<file path="src/design/ssoe_pkg.sv">
`timescale 1ns / 1ps
package ssoe_pkg;

    localparam int ACTION_W = 4;
    localparam int SEL_W    = 2;
    localparam int IO_W     = 32;
    localparam int STATUS_W = 2;

    localparam logic [ACTION_W-1:0] ACT_CLEAR      = 4'd0;
    localparam logic [ACTION_W-1:0] ACT_INSERT     = 4'd1;
    localparam logic [ACTION_W-1:0] ACT_MEMBER     = 4'd2;
    localparam logic [ACTION_W-1:0] ACT_SUBSET     = 4'd3;
    localparam logic [ACTION_W-1:0] ACT_UNION      = 4'd4;
    localparam logic [ACTION_W-1:0] ACT_INTERSECT  = 4'd5;
    localparam logic [ACTION_W-1:0] ACT_COMPLEMENT = 4'd6;
    localparam logic [ACTION_W-1:0] ACT_DIFF       = 4'd7;
    localparam logic [ACTION_W-1:0] ACT_SYMDIFF    = 4'd8;
    // codes above the last defined action are unknown
    localparam logic [ACTION_W-1:0] ACT_UNKNOWN_MIN = 4'd9;
    localparam logic [ACTION_W-1:0] ACT_UNKNOWN_MAX = 4'd15;

    localparam logic [SEL_W-1:0] SEL_A    = 2'd0;
    localparam logic [SEL_W-1:0] SEL_B    = 2'd1;
    localparam logic [SEL_W-1:0] SEL_U    = 2'd2;
    localparam logic [SEL_W-1:0] SEL_NONE = 2'd3;

    localparam logic [STATUS_W-1:0] ST_OK      = 2'd0;
    localparam logic [STATUS_W-1:0] ST_FULL    = 2'd1;
    localparam logic [STATUS_W-1:0] ST_UNKNOWN = 2'd2;

    typedef struct packed {
        logic [ACTION_W-1:0] action;
        logic [SEL_W-1:0]    set_sel;
        logic signed [IO_W-1:0] value;
    } req_t;

    typedef struct packed {
        logic signed [IO_W-1:0] elem;
        logic                   answer;
        logic                   empty_res;
        logic                   last;
        logic [STATUS_W-1:0]    status;
    } res_t;

endpackage

</file>
<file path="src/design/ssoe_ram.sv">
`timescale 1ns / 1ps
module ssoe_ram #(
    parameter int WIDTH = 32,
    parameter int DEPTH = 32
) (
    input  logic                     aclk,
    input  logic                     we,
    input  logic [$clog2(DEPTH)-1:0] waddr,
    input  logic [WIDTH-1:0]         wdata,
    input  logic [$clog2(DEPTH)-1:0] raddr,
    output logic [WIDTH-1:0]         rdata
);
    logic [WIDTH-1:0] mem [DEPTH];

    always_ff @(posedge aclk) begin
        if (we) begin
            mem[waddr] <= wdata;
        end
        rdata <= mem[raddr];
    end
endmodule

</file>
<file path="src/design/small_set_operation_engine_top.sv">
`timescale 1ns / 1ps
// Set engine: holds sets A, B and U (up to SET_CAPACITY distinct words each,
// insertion order) in three single-port-read RAMs.
// Input channel s_*: one request = action, set_sel, value.
// Output channel m_*: one or more result items per request; last marks the end.
// Each request runs a sequencer that scans the RAMs one word per cycle:
// an outer element is fetched, then the other set is scanned for it.
// Clear and unknown codes go straight to the final item; insert/member scan
// the target set once; subset and the streams scan the other set for each
// outer element (union: all of A, then B against A), one read per RAM port
// at a time. One request at a time.
// Reset clears the three counts (sets empty); RAM contents are not cleared.
// When the receiver stalls, the scan holds until the result register is
// taken; the next request is accepted once the current one has finished.
module small_set_operation_engine_top
    import ssoe_pkg::*;
#(
    parameter int SET_CAPACITY = 32,
    parameter int ELEM_WIDTH   = 32
) (
    input  logic aclk,
    input  logic aresetn,
    input  logic s_valid,
    output logic s_ready,
    input  req_t s_data,
    output logic m_valid,
    input  logic m_ready,
    output res_t m_data
);
    localparam int AW = $clog2(SET_CAPACITY);
    localparam int CW = $clog2(SET_CAPACITY + 1);
    localparam logic [CW-1:0] CAP = CW'(SET_CAPACITY);

    localparam logic [2:0] S_IDLE  = 3'd0;
    localparam logic [2:0] S_OUTER = 3'd1; // issue outer read
    localparam logic [2:0] S_OWAIT = 3'd2; // outer data arrives
    localparam logic [2:0] S_INNER = 3'd3; // scan other set
    localparam logic [2:0] S_DONE  = 3'd4; // decide emit for outer elem
    localparam logic [2:0] S_FIN   = 3'd5; // final item

    // pass codes: which source is scanned against which
    localparam logic [2:0] P_A_ALL = 3'd0; // A unconditionally
    localparam logic [2:0] P_A_B   = 3'd1; // A vs B
    localparam logic [2:0] P_B_A   = 3'd2; // B vs A
    localparam logic [2:0] P_U_A   = 3'd3; // U vs A
    localparam logic [2:0] P_X     = 3'd4; // value vs target set

    logic [2:0] state_reg, state_next;
    logic [2:0] pass_reg, pass_next;
    req_t req_reg, req_next;
    logic [CW-1:0] cnt_a_reg, cnt_a_next, cnt_b_reg, cnt_b_next, cnt_u_reg, cnt_u_next;
    logic [CW-1:0] oi_reg, oi_next, ii_reg, ii_next;
    logic [ELEM_WIDTH-1:0] key_reg, key_next;
    logic found_reg, found_next;
    logic flag_reg, flag_next;     // subset answer
    logic have_reg, have_next;     // a pending element held in pend
    logic [ELEM_WIDTH-1:0] pend_reg, pend_next;
    logic m_valid_reg, m_valid_next;
    res_t m_data_reg, m_data_next;

    logic [ELEM_WIDTH-1:0] rd_a, rd_b, rd_u, v_elem;
    logic [AW-1:0] ra_a, ra_b, ra_u;
    logic we_a, we_b, we_u;
    logic [AW-1:0] waddr;

    assign v_elem = ELEM_WIDTH'($signed(s_data.value));

    // key_reg holds the inserted value for the whole insert request
    ssoe_ram #(.WIDTH(ELEM_WIDTH), .DEPTH(SET_CAPACITY)) u_ram_a (
        .aclk, .we(we_a), .waddr, .wdata(key_reg),
        .raddr(ra_a), .rdata(rd_a));
    ssoe_ram #(.WIDTH(ELEM_WIDTH), .DEPTH(SET_CAPACITY)) u_ram_b (
        .aclk, .we(we_b), .waddr, .wdata(key_reg),
        .raddr(ra_b), .rdata(rd_b));
    ssoe_ram #(.WIDTH(ELEM_WIDTH), .DEPTH(SET_CAPACITY)) u_ram_u (
        .aclk, .we(we_u), .waddr, .wdata(key_reg),
        .raddr(ra_u), .rdata(rd_u));

    function automatic res_t mk(input logic [ELEM_WIDTH-1:0] e, input logic ans,
                                input logic emp, input logic lst,
                                input logic [STATUS_W-1:0] st);
        res_t r;
        r.elem = IO_W'($signed(e));
        r.answer = ans;
        r.empty_res = emp;
        r.last = lst;
        r.status = st;
        return r;
    endfunction

    // source / other set for the current pass
    logic [CW-1:0] src_n, oth_n;
    logic [ELEM_WIDTH-1:0] src_d, oth_d;
    always_comb begin
        unique case (pass_reg)
            P_A_ALL, P_A_B: begin src_n = cnt_a_reg; src_d = rd_a; end
            P_B_A:          begin src_n = cnt_b_reg; src_d = rd_b; end
            P_U_A:          begin src_n = cnt_u_reg; src_d = rd_u; end
            default:        begin src_n = '0;        src_d = rd_a; end
        endcase
        unique case (pass_reg)
            P_A_B:       begin oth_n = cnt_b_reg; oth_d = rd_b; end
            P_B_A, P_U_A:begin oth_n = cnt_a_reg; oth_d = rd_a; end
            P_X: begin
                unique case (req_reg.set_sel)
                    SEL_B:   begin oth_n = cnt_b_reg; oth_d = rd_b; end
                    SEL_U:   begin oth_n = cnt_u_reg; oth_d = rd_u; end
                    default: begin oth_n = cnt_a_reg; oth_d = rd_a; end
                endcase
            end
            default:     begin oth_n = '0;        oth_d = rd_a; end
        endcase
    end

    // read addresses: outer index in OUTER, inner index otherwise
    logic src_on_a, src_on_b, src_on_u;
    always_comb begin
        src_on_a = (pass_reg == P_A_ALL) || (pass_reg == P_A_B);
        src_on_b = (pass_reg == P_B_A);
        src_on_u = (pass_reg == P_U_A);
        ra_a = (state_reg == S_OUTER && src_on_a) ? oi_reg[AW-1:0] : ii_reg[AW-1:0];
        ra_b = (state_reg == S_OUTER && src_on_b) ? oi_reg[AW-1:0] : ii_reg[AW-1:0];
        ra_u = (state_reg == S_OUTER && src_on_u) ? oi_reg[AW-1:0] : ii_reg[AW-1:0];
    end

    logic out_free;
    assign out_free = !m_valid_reg || m_ready;
    assign s_ready  = (state_reg == S_IDLE) && out_free;
    assign m_valid  = m_valid_reg;
    assign m_data   = m_data_reg;

    // insert write, done in S_FIN of an insert pass
    logic ins_go;
    assign ins_go = (state_reg == S_FIN) && (pass_reg == P_X) && out_free
                    && (req_reg.action == ACT_INSERT) && !found_reg && (oth_n < CAP);
    assign waddr = oth_n[AW-1:0];
    assign we_a = ins_go && (req_reg.set_sel == SEL_A);
    assign we_b = ins_go && (req_reg.set_sel == SEL_B);
    assign we_u = ins_go && (req_reg.set_sel == SEL_U);

    // does the held outer element qualify for emission
    logic keep;
    always_comb begin
        unique case (pass_reg)
            P_A_ALL: keep = 1'b1;
            P_A_B:   keep = (req_reg.action == ACT_INTERSECT) ? found_reg : !found_reg;
            default: keep = !found_reg;
        endcase
    end

    // next pass after the current one ends, or P_X when the run is over
    logic [2:0] follow;
    always_comb begin
        follow = P_X;
        if (req_reg.action == ACT_UNION && pass_reg == P_A_ALL) follow = P_B_A;
        if (req_reg.action == ACT_SYMDIFF && pass_reg == P_A_B) follow = P_B_A;
    end

    always_comb begin
        state_next = state_reg; pass_next = pass_reg; req_next = req_reg;
        cnt_a_next = cnt_a_reg; cnt_b_next = cnt_b_reg; cnt_u_next = cnt_u_reg;
        oi_next = oi_reg; ii_next = ii_reg; key_next = key_reg;
        found_next = found_reg; flag_next = flag_reg;
        have_next = have_reg; pend_next = pend_reg;
        m_valid_next = m_valid_reg && !m_ready;
        m_data_next = m_data_reg;
        unique case (state_reg)
            S_IDLE: if (s_valid && s_ready) begin
                req_next = s_data;
                req_next.value = IO_W'(v_elem);
                key_next = '0; oi_next = '0; ii_next = '0;
                found_next = 1'b0; flag_next = 1'b0; have_next = 1'b0;
                pass_next = P_X;
                priority case (s_data.action)
                    ACT_CLEAR: begin
                        state_next = S_FIN;
                        if (s_data.set_sel == SEL_A) cnt_a_next = '0;
                        if (s_data.set_sel == SEL_B) cnt_b_next = '0;
                        if (s_data.set_sel == SEL_U) cnt_u_next = '0;
                    end
                    ACT_INSERT, ACT_MEMBER: begin
                        state_next = S_INNER;
                        key_next = v_elem;
                        if (s_data.action == ACT_MEMBER) req_next.set_sel = SEL_A;
                    end
                    ACT_SUBSET: begin
                        pass_next = P_A_B; flag_next = 1'b1; state_next = S_OUTER;
                    end
                    ACT_UNION:      begin pass_next = P_A_ALL; state_next = S_OUTER; end
                    ACT_INTERSECT:  begin pass_next = P_A_B;   state_next = S_OUTER; end
                    ACT_COMPLEMENT: begin pass_next = P_U_A;   state_next = S_OUTER; end
                    ACT_DIFF: begin
                        pass_next = (s_data.set_sel == SEL_B) ? P_B_A : P_A_B;
                        state_next = S_OUTER;
                    end
                    ACT_SYMDIFF:    begin pass_next = P_A_B;   state_next = S_OUTER; end
                    default: state_next = S_FIN;
                endcase
            end
            S_OUTER: begin
                if (oi_reg >= src_n) begin
                    if (follow == P_X) begin
                        state_next = S_FIN;
                    end else begin
                        pass_next = follow; oi_next = '0;
                    end
                end else begin
                    state_next = S_OWAIT;
                end
            end
            S_OWAIT: begin
                key_next = src_d; ii_next = '0; found_next = 1'b0;
                state_next = (pass_reg == P_A_ALL) ? S_DONE : S_INNER;
            end
            S_INNER: begin
                // ii_reg addresses the RAM; data for ii_reg-1 is valid
                if (ii_reg != '0 && oth_d == key_reg) found_next = 1'b1;
                if (ii_reg >= oth_n || found_next) begin
                    state_next = (pass_reg == P_X) ? S_FIN : S_DONE;
                end else begin
                    ii_next = ii_reg + 1'b1;
                end
                if (ii_reg < oth_n && !found_next) ii_next = ii_reg + 1'b1;
                else if (!(ii_reg >= oth_n || found_next)) ii_next = ii_reg;
                if (!(ii_reg >= oth_n || found_next) || ii_reg < oth_n) begin
                    if (!found_next && ii_reg < oth_n) state_next = S_INNER;
                end
            end
            S_DONE: begin
                // one-deep hold so the final emitted item can carry last
                if (req_reg.action == ACT_SUBSET) begin
                    if (!found_reg) flag_next = 1'b0;
                    oi_next = oi_reg + 1'b1; state_next = S_OUTER;
                end else if (!keep) begin
                    oi_next = oi_reg + 1'b1; state_next = S_OUTER;
                end else if (!have_reg) begin
                    have_next = 1'b1; pend_next = key_reg;
                    oi_next = oi_reg + 1'b1; state_next = S_OUTER;
                end else if (out_free) begin
                    m_valid_next = 1'b1;
                    m_data_next = mk(pend_reg, 1'b0, 1'b0, 1'b0, ST_OK);
                    pend_next = key_reg;
                    oi_next = oi_reg + 1'b1; state_next = S_OUTER;
                end
            end
            S_FIN: if (out_free) begin
                m_valid_next = 1'b1;
                state_next = S_IDLE;
                priority case (req_reg.action)
                    ACT_CLEAR: m_data_next = mk('0, 1'b0, 1'b1, 1'b1, ST_OK);
                    ACT_INSERT: begin
                        if (req_reg.set_sel == SEL_NONE || found_reg || oth_n < CAP)
                            m_data_next = mk('0, 1'b0, 1'b1, 1'b1, ST_OK);
                        else
                            m_data_next = mk('0, 1'b0, 1'b1, 1'b1, ST_FULL);
                        if (ins_go) begin
                            if (req_reg.set_sel == SEL_A) cnt_a_next = cnt_a_reg + 1'b1;
                            if (req_reg.set_sel == SEL_B) cnt_b_next = cnt_b_reg + 1'b1;
                            if (req_reg.set_sel == SEL_U) cnt_u_next = cnt_u_reg + 1'b1;
                        end
                    end
                    ACT_MEMBER: m_data_next = mk('0, found_reg, 1'b1, 1'b1, ST_OK);
                    ACT_SUBSET: m_data_next = mk('0, flag_reg, 1'b1, 1'b1, ST_OK);
                    ACT_UNION, ACT_INTERSECT, ACT_COMPLEMENT, ACT_DIFF, ACT_SYMDIFF:
                        m_data_next = have_reg ? mk(pend_reg, 1'b0, 1'b0, 1'b1, ST_OK)
                                               : mk('0, 1'b0, 1'b1, 1'b1, ST_OK);
                    default: m_data_next = mk('0, 1'b0, 1'b1, 1'b1, ST_UNKNOWN);
                endcase
            end
            default: state_next = S_IDLE;
        endcase
    end

    always_ff @(posedge aclk) begin
        if (!aresetn) begin
            state_reg <= S_IDLE;
            m_valid_reg <= 1'b0;
            cnt_a_reg <= '0; cnt_b_reg <= '0; cnt_u_reg <= '0;
        end else begin
            state_reg <= state_next;
            m_valid_reg <= m_valid_next;
            cnt_a_reg <= cnt_a_next; cnt_b_reg <= cnt_b_next; cnt_u_reg <= cnt_u_next;
        end
        pass_reg <= pass_next; req_reg <= req_next;
        oi_reg <= oi_next; ii_reg <= ii_next; key_reg <= key_next;
        found_reg <= found_next; flag_reg <= flag_next;
        have_reg <= have_next; pend_reg <= pend_next;
        m_data_reg <= m_data_next;
    end

    a_cnt_a: assert property (@(posedge aclk) disable iff (!aresetn) cnt_a_reg <= CAP)
        else $error("set A count over capacity");
    a_cnt_b: assert property (@(posedge aclk) disable iff (!aresetn) cnt_b_reg <= CAP)
        else $error("set B count over capacity");
    a_one_we: assert property (@(posedge aclk) disable iff (!aresetn)
        $onehot0({we_a, we_b, we_u}))
        else $error("more than one set written");
    a_idle_accept: assert property (@(posedge aclk) disable iff (!aresetn)
        s_ready |-> state_reg == S_IDLE)
        else $error("request taken while busy");
endmodule

</file>
<file path="config.mk">
export PLATFORM = sky130hd
export DESIGN_NAME = small_set_operation_engine_top
export DESIGN_NICKNAME = d
export VERILOG_FILES = /design/src/design/ssoe_pkg.sv /design/src/design/ssoe_ram.sv /design/src/design/small_set_operation_engine_top.sv
export SDC_FILE = /design/constraint.sdc
export NUM_CORES = 2
export LEC_CHECK = 0
export BUFFER_PORTS_ARGS = -buffer_cell sky130_fd_sc_hd__buf_4
export CAP_MARGIN = 20
export CORE_MARGIN = 2
export CORE_UTILIZATION = 53
export CTS_CLUSTER_DIAMETER = 40
export DETAILED_ROUTE_END_ITERATION = 12
export PLACE_DENSITY = 0.79
export SLEW_MARGIN = 20
export SYNTH_ARGS = -nofsm -noshare
export SYNTH_HDL_FRONTEND = slang
export SYNTH_SLANG_ARGS = --single-unit
</file>
<file path="constraint.sdc">
create_clock -name aclk -period 7.8 [get_ports aclk]
set_input_delay 0.39 -clock aclk [delete_from_list [all_inputs] [get_ports aclk]]
set_output_delay 0.39 -clock aclk [all_outputs]
set_load 0.005 [all_outputs]
</file>
# Yosys cells after proc, flatten, opt, wreduce, memory -nomap -nowiden
# Memories as Yosys holds them, arrays and structs flattened. A register that Yosys moved wholly into a read port is not among the register bits.
# Index checks and enable logic that the tools add are counted.
# Widths: inputs -> output; s select.
[classes]
eq_ne = 55
n_addsub = 5
n_reduce_logical = 63
magnitude_cmp = 4
bitwise = 1
div = 0
n_mux = 107
multipliers = 0
shifts = 0
[op_table]
columns = ["op", "n"]
rows = [
  ["$pmux 32 s2", 4],
  ["$mux 37", 6],
  ["$pmux 37 s5", 1],
  ["$mux 6", 29],
  ["$mux 32", 4],
  ["$pmux 37 s2", 1],
  ["$pmux 6 s3", 4],
  ["$mux 3", 17],
  ["$pmux 6 s2", 4],
  ["$eq 32x32->1", 1],
  ["$eq 4x3->1 const B", 8],
  ["$add 6x1->6 const B", 5],
  ["$reduce_and 8->1", 3],
  ["$mux 1", 22],
  ["$ne 2x1->1 const B", 11],
  ["$ne 2x2->1 const B", 10],
  ["$reduce_and 4->1", 5],
  ["$logic_and 1x1->1", 18],
  ["$pmux 3 s6", 1],
  ["$eq 4x2->1 const B", 4],
  ["$mux 5", 3],
  ["$eq 3x2->1 const B", 4],
  ["$eq 3x3->1 const B", 4],
  ["$ge 6x6->1", 2],
  ["31 further kinds", 64],
]
[word_totals]
elab_cells = 258
in_bits = 42
regBits = 147
out_inout_bits = 39
rom_bits = 0
latchBits = 0
mem_count = 3
mem_bits_rw = 3072
[memory_table]
columns = ["name", "words", "word_bits", "read_ports", "rd_ports_with_merged_regs", "write_ports", "line_no", "text"]
rows = [
  ["u_ram_a.mem", 32, 32, 1, 1, 1, "ssoe_ram.sv:13", "logic [WIDTH-1:0] mem [DEPTH];"],
  ["u_ram_b.mem", 32, 32, 1, 1, 1, "ssoe_ram.sv:13", ""],
  ["u_ram_u.mem", 32, 32, 1, 1, 1, "ssoe_ram.sv:13", ""],
]

# Logic depth before layout (Yosys ltp)
[logic_depth]
ltp_word = 12
mapped_depth = 19
mapped_depth_nobuf = 17

# Cells and area by module
# From an unflattened synthesis, not the netlist that was laid out.
[hier_totals]
hier_cells = 7808
hier_area_um2 = 131068.2
[modules_own_cells]
columns = ["module", "seq_area_each_um2", "instances", "cells_each", "area_per_inst_um2"]
rows = [
  ["ssoe_ram at u_ram_b", 31390.1, 1, 2260, 40492.6],
  ["ssoe_ram at u_ram_u", 31390.1, 1, 2260, 40487.6],
  ["ssoe_ram at u_ram_a", 31390.1, 1, 2260, 40485.1],
  ["small_set_operation_engine_top", 4194.0, 1, 1028, 9603.0],
]

# Worst setup path before layout
# OpenSTA, ideal clock, no wires.
[synth_timing]
path_kind = "register to register"
startpoint = "register req_reg[32] in the netlist's numbering"
endpoint = "memory u_ram_u.mem[28][0] (enable)"
path_buffers = 2
setup_slack_ns = 2.657
period_less_slack_ns = 5.143
required_ns = 7.339
setup_ns = 0.461
stages_incl_launch_ff = 13
t_arrival_ns = 4.682
cell_sequence = "edfxtp_1 -> inv_1 -> ha_1 -> clkbuf_1 -> a22oi_1 -> a211oi_1 -> a21oi_1 -> o21ai_1 -> inv_1 -> or3_1 -> clkbuf_1 -> nand2b_1 -> nor3_1"
[synth_via]
elab_chain_len = 8
elab_cells_between_ends = 9
cone_classes = "order compare (1); eq/ne (2); mux (4); reduce/logical (2)"
[synth_lines]
columns = ["element", "line_no", "text"]
rows = [
  ["start, declared", "small_set_operation_engine_top.sv:50", "req_t req_reg, req_next;"],
  ["start signal, assigned", "small_set_operation_engine_top.sv:284", "pass_reg <= pass_next; req_reg <= req_next;"],
  ["$eq 2x2->1 or $eq 2x1->1 (tied branches)", "small_set_operation_engine_top.sv:105, small_set_operation_engine_top.sv:139", ""],
  ["$pmux 6 s2", "small_set_operation_engine_top.sv:105", "unique case (req_reg.set_sel)"],
  ["$pmux 6 s3", "small_set_operation_engine_top.sv:101", "unique case (pass_reg)"],
  ["$lt 6x6->1", "small_set_operation_engine_top.sv:135", "&& (req_reg.action == ACT_INSERT) && !found_reg && (oth_n < CAP);"],
  ["$logic_and 1x1->1", "small_set_operation_engine_top.sv:135", ""],
  ["$logic_and 1x1->1", "small_set_operation_engine_top.sv:139", "assign we_u = ins_go && (req_reg.set_sel == SEL_U);"],
  ["$mux 1", "ssoe_ram.sv:16", "if (we) begin"],
  ["$mux 1 (not written as such)", "ssoe_ram.sv:17", "mem[waddr] <= wdata;"],
  ["end, declared", "ssoe_ram.sv:13", ""],
]
# Parallel ways exist; a longest one is shown, timed or not.

# Final worst setup path
[layout_timing]
startpoint = "register req_reg[33] in the netlist's numbering"
endpoint = "memory u_ram_b.mem[14][15] (enable)"
[layout_via]
elab_chain_len = 8
elab_cells_between_ends = 9
cone_classes = "order compare (1); eq/ne (2); mux (4); reduce/logical (2)"
[layout_lines]
columns = ["element", "line_no", "text"]
rows = [
  ["$eq 2x2->1 or $eq 2x1->1 (tied branches)", "small_set_operation_engine_top.sv:105, small_set_operation_engine_top.sv:138", ""],
  ["$pmux 6 s2", "small_set_operation_engine_top.sv:105", ""],
  ["$pmux 6 s3", "small_set_operation_engine_top.sv:101", ""],
  ["$lt 6x6->1", "small_set_operation_engine_top.sv:135", ""],
  ["$logic_and 1x1->1", "small_set_operation_engine_top.sv:135", ""],
  ["$logic_and 1x1->1", "small_set_operation_engine_top.sv:138", "assign we_b = ins_go && (req_reg.set_sel == SEL_B);"],
  ["$mux 1", "ssoe_ram.sv:16", ""],
  ["$mux 1 (not written as such)", "ssoe_ram.sv:17", ""],
  ["end, declared", "ssoe_ram.sv:13", ""],
]
# Parallel ways exist; a longest one is shown, timed or not.

==> impl_metrics.ini <==
[outcome]
outcome = finished, final reports clean

[yosys]
synth_area_per_cell_um2 = 18.8
synth_edf_count = 3197
synth_top_flop_cell = edfxtp_1
synth_top_area_share_pct = 74.2
synth_nets = 6930
yosysUniqueCellTypes = 66
yosys_register_bits = 3315
synth_cells = 6866
ys_warn_count = 0
ys_top_cells_by_area = edfxtp_1 74%, mux4_2 13%, nand2_1 2.8%, nand3_1 2.0%, dfxtp_1 1.8%
yosysSeqAreaShare_pct = 76.1
async_reset_ff_share_pct = 0
syn_area_um2 = 129000
yosysTopAreaCell = edfxtp_1

[setup_path]
critPathSlowestCell = nor2_4
reg2reg_depth = 12
cp-end-kind = flip-flop
rr_startpoint = req_reg[33]$_DFFE_PP_
critPathLaunchType = flip-flop
crit_family = simple AND/OR/NAND/NOR gates
path_cells = inv_1 -> ha_2 -> buf_4 -> nor2_1 -> a211oi_1 -> a21oi_1 -> o21ai_0 -> inv_1 -> nor2_1 -> nand2_1 -> nor2_4 -> buf_4
required_ps = 8500
worstSetupPathType = reg -> reg
worstPathBufferInverterCount = 4
crit_fanout = 74
critPathArrivalTime_ps = 6110
cpPeakStageDelay_ps = 1070
r2r_slack_ps = 2390
rr_endpoint = u_ram_b.mem[14][15]$_DFFE_PP_
path_depth = 12

[clock_network]
h-tree-depth = 5
clock-sinks = 3315
ctsHoldBuffers = 41
clock_path_buffers = 4
cts_root_buf = clkbuf_16
clkTransAtPathRegs_ps = 70
tritoncts = done
cts_setup_buffers = 0
numCtsBuffers = 400
clkLatencyLatePin_ps = 1010
cts_resized = 0

[floorplanning]
die_x_um = 498
rows = 181
initial_utilization_pct = 53.2
dieArea_um2 = 248000
num_io_pins = 81
die_height_um = 498
core-area_um2 = 243000

[place]
placed_area_um2 = 135000
place_ws_ps = 2610
gp_congestion = 0.948
hpwl_um = 188000
dp.cells = 9954
port_buffers = 80

[finish]
utilization_pct = 61.3
final_cell_area_um2 = 149000
drive_gt1_share_pct = 24.8
finalNetCount = 7265
reg.largest.list = u_ram_a.mem (1024), u_ram_b.mem (1024), u_ram_u.mem (1024)
syn_to_final_growth_pct = 15.2
finalNonFillerCells = 10700

[routing]
routed_wl_um = 367000
drt_drc_violations_left = 0
num_vias = 72900
detail-route-antenna-nets = 0
vias_per_cell = 6.79
avgRoutedWirePerCell_um = 34.2
dr.pass1.iters = 7
drtIter0Drc = 13000

[sta]
max_slew.worst_pin.slew_ps = 1230
final-max-slew-violation-count = 0
hold_viol_final = 0
clock_skew_ps = 86.5
period_share_pct = 69.4
fmax_mhz = 185
grt_setup_unrepaired = no
fin_ws_ps = 2390
relSlewSlack_pct = 17.9
fin_tns_setup_ps = 0
finalSetupViolCount = 0
post-route-min-period_ps = 5410

[run]
drv_cap = 0

[global_route]
grt_use_total_pct = 29.4
grt_remaining_overflow = 0
grt_pass1_vias = 72800
grt_pass1_wl_um = 523000
grt_max_degree = 129
antenna_found_initial = 31

[power_and_ir_drop]
p_per_area_nw_per_um2 = 409
p_leak_nw = 48.5
irDropWorstVdd_mv = 0.512

[min_path]
hp-class = in -> reg
hold_path.startpoint = s_data[17]
whs_path_depth = 4
min_to = key_reg[17]$_DFFE_PP_
## per-stage QoR
stage / total power, mW / hold slack [ps]
floorplan: 34.8 / 449
global placement: 40.9 / 505
detailed placement: 41.4 / 501
CTS: 60.5 / 361
global route: 62.4 / 373
finish: 60.9 / 413
## layer usage
| metal | global-route usage [%] | part of all wire [%] | up-vias |
|---|---|---|---|
| met3 | 8.25 | 13 | 1201 |
| met2 | 44.9 | 46 | 6529 |
| met4 | 17.7 | 7.2 | 4 |
| met5 | 0 | 0.0063 | - |
| met1 | 37.8 | 33 | 37000 |
| li1 | - | - | 28200 |
## power by group
part,total [mW],internal (mW),switching (mW)
sequential,23.6,22.6,1.05
combinational,18.3,6.01,12.3
clock,19.0,11.2,7.71
## worst max-delay path by stage
stage | start | endpoint | slack [ps]
after floorplan | req_reg[32]$_DFFE_PP_ | u_ram_u.mem[28][0]$_DFFE_PP_ | 2660
after global placement | req_reg[33]$_DFFE_PP_ | u_ram_b.mem[30][19]$_DFFE_PP_ | 2630
after detailed placement | req_reg[33]$_DFFE_PP_ | u_ram_b.mem[14][24]$_DFFE_PP_ | 2610
after CTS | req_reg[33]$_DFFE_PP_ | u_ram_b.mem[14][15]$_DFFE_PP_ | 2530
after global routing | req_reg[33]$_DFFE_PP_ | u_ram_b.mem[14][15]$_DFFE_PP_ | 2130
final | req_reg[33]$_DFFE_PP_ | u_ram_b.mem[14][15]$_DFFE_PP_ | 2390
## logic make-up after synthesis
group | Yosys count | share of synthesized area [%]
AO/OA/AOI/OAI | 401 | 2.00
adder cells (fa/ha/maj) | 22 | 0.213
XOR/XNOR | 31 | 0.210
multiplexers | 831 | 13.9
flip-flops | 3315 | 76.1
buffers and inverters | 424 | 1.56
AND/OR/NAND/NOR | 1842 | 6.09
## Yosys cell counts (10+ instances only)
library cell / n
a211o_1: 26
a211oi_1: 11
a21oi_1: 65
a22oi_1: 38
a32oi_1: 21
and2_1: 42
buf_1: 43
buf_2: 90
buf_4: 22
buf_6: 30
clkbuf_1: 215
dfxtp_1: 118
edfxtp_1: 3197
ha_1: 22
inv_1: 24
mux2i_1: 54
mux4_2: 768
nand2_1: 980
nand2b_1: 10
nand3_1: 516
nand4_1: 13
nor2_1: 225
nor2b_1: 11
nor3_1: 11
o21ai_0: 58
o21ai_1: 67
o22ai_1: 45
xnor2_1: 22
## worst reg2reg max path: stages, from the launching register on
cell	delay [ps]
edfxtp_1	400
inv_1	80
ha_2	350
buf_4	610
nor2_1	110
a211oi_1	230
a21oi_1	70
o21ai_0	510
inv_1	200
nor2_1	330
nand2_1	750
nor2_4	1100
buf_4	380
## cell type report
| cell class | count | area (um^2) |
|---|---|---|
| Timing Repair Buffer | 333 | 3060 |
| Clock buffer | 453 | 10400 |
| Sequential cell | 3315 | 98400 |
| Tap cell | 3202 | 4010 |
| Antenna cell | 14 | 35.0 |
| Fill cell | 15700 | 94000 |
| Clock inverter | 266 | 3040 |
| Multi-Input combinational cell | 3127 | 29900 |
| Inverter | 24 | 90.1 |
## cells in the final DEF, fill, tap and decap left out, types with 42 or more instances in the layout
| cell | n |
|---|---|
| clkinv_2 | 43 |
| nor2_1 | 130 |
| mux4_2 | 768 |
| o22ai_1 | 45 |
| bufinv_16 | 45 |
| nor2_4 | 95 |
| edfxtp_1 | 3197 |
| clkinvlp_4 | 48 |
| nand2_1 | 979 |
| clkbuf_16 | 405 |
| dfxtp_1 | 118 |
| inv_6 | 50 |
| o21ai_1 | 67 |
| buf_4 | 241 |
| and2_1 | 42 |
| o21ai_0 | 58 |
| a21oi_1 | 64 |
| nand3_1 | 516 |
No activity file was read; power rests on OpenSTA's default activity.
